**config.mk**
```make
export PLATFORM = sky130hd
export DESIGN_NAME = bpa_rec_ram
export DESIGN_NICKNAME = d
export VERILOG_FILES = /design/src/rtl/bpa_pkg.sv /design/src/rtl/bpa_rec_ram.sv
export SDC_FILE = /design/constraint.sdc
export NUM_CORES = 1
export LEC_CHECK = 0
export BUFFER_PORTS_ARGS = -buffer_cell sky130_fd_sc_hd__clkbuf_2
export CELL_PAD_IN_SITES_DETAIL_PLACEMENT = 0
export CELL_PAD_IN_SITES_GLOBAL_PLACEMENT = 2
export CORE_ASPECT_RATIO = 1.1
export CORE_MARGIN = 5
export CORE_UTILIZATION = 51
export CTS_CLUSTER_SIZE = 10
export DETAILED_ROUTE_END_ITERATION = 7
export GPL_TIMING_DRIVEN = 0
export HOLD_SLACK_MARGIN = 0.08
export PLACE_DENSITY_LB_ADDON = 0.08
export RECOVER_POWER = 25
export SYNTH_ARGS = -nofsm -noshare
export SYNTH_HDL_FRONTEND = slang
export SYNTH_SLANG_ARGS = --single-unit
export TNS_END_PERCENT = 100
```
**constraint.sdc**
```tcl
create_clock -name clk -period 2.6 [get_ports clk]
set_input_delay 0.39 -clock clk [delete_from_list [all_inputs] [get_ports clk]]
set_output_delay 0.39 -clock clk [all_outputs]
set_load 0.05 [all_outputs]
```
**src/rtl/bpa_pkg.sv**
```systemverilog
// Shared constants, types and helper functions of the buddy page allocator.
`default_nettype none
package bpa_pkg;

  localparam int MAX_ORDER       = 10;
  localparam int PAGE_BYTES_LOG2 = 12;
  localparam int RECORD_SLOTS    = 64;
  localparam int TOTAL_PAGES     = 1024;

  localparam int BYTES_W = 23;
  localparam int PAGE_W  = $clog2(TOTAL_PAGES);
  localparam int ORD_W   = 4;
  localparam int ST_W    = 3;
  localparam int NORD    = MAX_ORDER + 1;
  localparam int CNT_W   = PAGE_W + 1;
  localparam int REC_AW  = $clog2(RECORD_SLOTS);
  localparam int REC_CW  = REC_AW + 1;
  localparam int FL_AW   = ORD_W + PAGE_W;
  localparam int FL_DEPTH = NORD * TOTAL_PAGES;

  localparam logic [ST_W-1:0] ST_OK         = 3'd0;
  localparam logic [ST_W-1:0] ST_TOO_LARGE  = 3'd1;
  localparam logic [ST_W-1:0] ST_NO_MEMORY  = 3'd2;
  localparam logic [ST_W-1:0] ST_TABLE_FULL = 3'd3;
  localparam logic [ST_W-1:0] ST_NOT_FOUND  = 3'd4;

  typedef struct packed {
    logic [PAGE_W-1:0] start;
    logic [ORD_W-1:0]  order;
  } rec_t;

  // Smallest order whose block holds the byte count; a result above
  // MAX_ORDER means the request is too large.
  function automatic logic [ORD_W:0] order_of_bytes(input logic [BYTES_W-1:0] bytes);
    logic [BYTES_W-1:0] m;
    logic [ORD_W:0]     len;
    logic [ORD_W:0]     o;
    m   = bytes - BYTES_W'(1);
    len = '0;
    for (int b = 0; b < BYTES_W; b++) begin
      if (m[b]) len = (ORD_W+1)'(b + 1);
    end
    if (bytes <= BYTES_W'(1)) o = '0;
    else if (len > (ORD_W+1)'(PAGE_BYTES_LOG2)) o = len - (ORD_W+1)'(PAGE_BYTES_LOG2);
    else o = '0;
    return o;
  endfunction

endpackage
`default_nettype wire

```
**src/rtl/bpa_rec_ram.sv**
```systemverilog
// Allocation record table: (start, order) pairs, registered read.
`default_nettype none
module bpa_rec_ram (
  input  wire logic                       clk,
  input  wire logic                       we,
  input  wire logic [bpa_pkg::REC_AW-1:0] waddr,
  input  wire bpa_pkg::rec_t              wdata,
  input  wire logic [bpa_pkg::REC_AW-1:0] raddr,
  output bpa_pkg::rec_t                   rdata
);
  bpa_pkg::rec_t mem [bpa_pkg::RECORD_SLOTS];

  always_ff @(posedge clk) begin
    if (we) mem[waddr] <= wdata;
    rdata <= mem[raddr];
  end
endmodule
`default_nettype wire

```
# Yosys cells after proc, flatten, opt, wreduce, memory -nomap -nowiden
# Memories as Yosys holds them, arrays and structs flattened. A register that Yosys moved wholly into a read port is not among the register bits.
# Cells that the tools add are included.
dict set report totals {
  reg_bits 0
  mem_bits_rw 896
  in_bits 28
  elab_cells 3
  memories 1
}
# name depth width read_ports rd_clocked_by_memory_dff wr line_no
set memory_table {}
lappend memory_table {mem 64 14 1 1 1 bpa_rec_ram.sv:11} ;# bpa_pkg::rec_t mem [bpa_pkg::RECORD_SLOTS];
dict set report op_classes {
  mux 2
}
# cell n
set op_table {}
lappend op_table {{2-to-1 mux 1 bit} 2}

# Logic depth before layout (Yosys ltp)
dict set report depth {
  depth_word 2
  mapped_depth 9
  mapped_depth_nobuf 5
}

# Worst setup path after synthesis
# No wires, ideal clock.
dict set report synth_path {
  path_type {input to register}
  from {input waddr[3] in the netlist's numbering}
  to {memory mem[48][0] in the netlist's numbering, enable pin}
  setup_ps 403
  t_arrival_ps 1881
  t_required_ps 2197
  slack_ps 316
  path_stages 4
  path_cell_list {clkbuf_1 > nor2b_1 > nand4b_1 > nor3_1}
}
# item line_no
set synth_lines {}
lappend synth_lines {{start, declared} bpa_rec_ram.sv:6} ;# input wire logic [bpa_pkg::REC_AW-1:0] waddr,
lappend synth_lines {{end, declared} bpa_rec_ram.sv:11}
# Straight into the memory's write port.

==> impl_metrics.env <==
export IMPL_status="finished, violations left"
export IMPL_violations="capacitance limit, slew limit"
export IMPL_max_freq_mhz=391.2
export IMPL_clk_pin_slew_ns=0.06
export IMPL_worstSkewPairLatency_ns=0.64
export IMPL_relSlewSlack_pct=-10.14
export IMPL_layout_common_cells="edfxtp_1 (896), mux4_2 (224), clkbuf_16 (103)"
export IMPL_grt_usage_pct=24.91
export IMPL_initial_core_util_pct=51.53
export IMPL_vias=16720
export IMPL_grt_max_degree=65
export IMPL_grt_busiest_layer="met2"
export IMPL_leakage_nw=12.36
export IMPL_grt_met3_usage_pct=5.264
export IMPL_crit_type="in2reg"
export IMPL_final_core_util_pct=58.79
export IMPL_ys_flop_type="edfxtp_1"
export IMPL_p_per_area_mw_per_mm2=767.7
export IMPL_rsz0062_at_grt="false"
export IMPL_grtUsageMet1_pct=34.08
export IMPL_layout_commonest_cell="edfxtp_1"
export IMPL_finalSetupViolCount=0
export IMPL_antenna_found_initial=4
export IMPL_combPwrFrac_pct=5.7
export IMPL_cts_max_level=3
export IMPL_drive_gt1_share_pct=30.57
export IMPL_critPathCaptureType="flop"
export IMPL_drc=0
export IMPL_drv_slew=116
export IMPL_fin_nets=1779
export IMPL_root_buffer="clkbuf_16"
export IMPL_syn_cell_area_mm2=0.03488
export IMPL_finalWirelength_um=91570
export IMPL_finalCritPeriodShare_pct=98.31
export IMPL_syn_nets=1599
export IMPL_dieHeight_um=284.3
export IMPL_drt_iter0_markers=1552
export IMPL_hpwlAfterDp_um=58980
export IMPL_cp_data_required_time_ns=3.05
export IMPL_synth_edf_count=896
export IMPL_detail_route_first_pass_iterations=5
export IMPL_synth_seq_area_share_pct=77.95
export IMPL_synth_cell_types=35
export IMPL_cts_sinks=910
export IMPL_ys_warn_count=0
export IMPL_placed_cells=2559
export IMPL_clockBufferDepth=3
export IMPL_grt_pass1_wl_um=128800
export IMPL_vias_per_cell=6.146
export IMPL_fin_skew_ns=0.02144
export IMPL_ios=42
export IMPL_cts_hold_buf=0
export IMPL_final_cells=2721
export IMPL_worst_pin_slew_ns=1.652
export IMPL_crit_fanout=11
export IMPL_fp_row_count=100
export IMPL_arrival_ns=3.00
export IMPL_regArea_mm2=0.02719
export IMPL_hold_viol_final=0
export IMPL_power_switching_w=0.006533
export IMPL_internal_power_w=0.02402
export IMPL_die_x_um=259.3
export IMPL_die_area_mm2=0.07372
export IMPL_wl_per_cell_um=33.65
export IMPL_area_growth_pct=14.11
export IMPL_grt_util_met2_pct=41.24
export IMPL_syn_instance_count=1571
export IMPL_multi_input_area_mm2=0.007348
export IMPL_coreArea_mm2=0.06769
export IMPL_seqPwrFrac_pct=53.3
export IMPL_final_fill_count=4944
export IMPL_vdd_ir_drop_worst_mv=0.5249
export IMPL_swShare_pct=21.38
export IMPL_min_path_type="in2reg"
export IMPL_ys_ff_latch=910
export IMPL_grt_pass1_vias=17170
export IMPL_clockPowerShare_pct=41.0
export IMPL_syn_area_per_cell_um2=22.20
export IMPL_drtAntennaViolNets=0
export IMPL_start_kind="input port"
export IMPL_cts_inserted_buffers=101
export IMPL_cap_violations=3
export IMPL_async_flop_share_pct=0
export IMPL_overflow=0
export IMPL_io_buffers=30
export IMPL_period_needed_ns=2.556
export IMPL_cts_tree="done"
export IMPL_tns_ns=0
export IMPL_gp_congestion=0.8289
power groups by stage:
stage | Sequential (W) | Clock (W) | Combinational [W]
after floorplan | 0.0167 | 0 | 0.000822
after global placement | 0.0166 | 0 | 0.00169
after detailed placement | 0.0166 | 0 | 0.00175
after CTS | 0.0163 | 0.0127 | 0.00175
after global routing | 0.0163 | 0.0134 | 0.00183
final | 0.0163 | 0.0125 | 0.00175
cells by family after synthesis:
family | synth area share (%)
DFF | 77.95
and+or+nand+nor | 2.378
muxes | 15.68
AOI/OAI and AO/OA | 2.465
buffers and inverters | 1.532
path summary, 6_finish.rpt:
check | from | end | slack, ns | depth (start not counted)
max reg2reg | mem[21][10]$_DFFE_PP_ | rdata[10]$_DFF_P_ | 0.31 | 5
max | raddr[3] | rdata[3]$_DFF_P_ | 0.04 | 6
min reg2reg | mem[30][5]$_DFFE_PP_ | rdata[5]$_DFF_P_ | 0.99 | 4
min | wdata[11] | mem[39][11]$_DFFE_PP_ | 0.36 | 1
what timing repair did:
| item | CTS | global route |
|---|---|---|
| setup buffers | 0 | 0 |
| cloned | 0 | 0 |
| pin swaps | 0 | 0 |
| endpoints found under the setup margin | 21 | 8 |
| resized for setup | 5 | 15 |
registers in the layout (all words and copies together) (netlist names):
signal	count
mem	896
rdata	14
final cells by class:
type	instances	area share, %
multi-input cells	571	18.46
plain buffers	90	1.364
well taps	918	2.886
repair buffers	77	1.933
flip-flops and latches	910	68.31
clock inverters	6	0.1195
clock buffers	145	6.898
diodes	4	0.02515
cell usage after synthesis, drive strengths merged, types with 2 or more instances:
library cell / instances / share of area (%)
buf: 61 / 1.2
a311oi: 8 / 0.20
a21oi: 16 / 0.23
nand2b: 21 / 0.38
o211ai: 2 / 0.043
nor2: 84 / 0.90
o21ai: 25 / 0.36
nand4: 5 / 0.090
nor3: 7 / 0.10
nand3: 5 / 0.072
a31oi: 8 / 0.14
edfxtp: 896 / 77
o221ai: 17 / 0.43
nand3b: 2 / 0.043
dfxtp: 14 / 0.80
mux4: 224 / 14
a221o: 3 / 0.086
mux2: 19 / 0.61
a22o: 3 / 0.075
nor2b: 19 / 0.34
clkbuf: 29 / 0.31
o22ai: 13 / 0.23
a211oi: 20 / 0.43
o31ai: 10 / 0.22
nand2: 34 / 0.37
mux2i: 21 / 0.60
per-layer routing:
layer  wire [um]  part of all wire, %
met1       36290                   40
met2       46120                   50
met3        6502                  7.1
met4        2662                  2.9
met5           0                    0
per-stage QoR:
stage	total power (W)	instance area [um2]	worst slack (ns)	hold slack, ns
after global routing	0.03149	39790	0.005155	0.3514
after floorplan	0.01749	34880	0.3158	0.4889
after global placement	0.01828	36180	-0.9604	0.8908
after CTS	0.03076	39730	0.01059	0.4005
final	0.03055	39800	0.04400	0.3574
after detailed placement	0.01834	36920	-0.8889	0.8876
worst max-delay path, stage by stage:
cell      delay (ns)
buf_2           0.24
nor2b_1         0.31
nand2b_1        0.17
clkbuf_1        0.60
o221ai_1        0.40
o31ai_1         0.85
No activity file was read; power rests on OpenSTA's default activity.
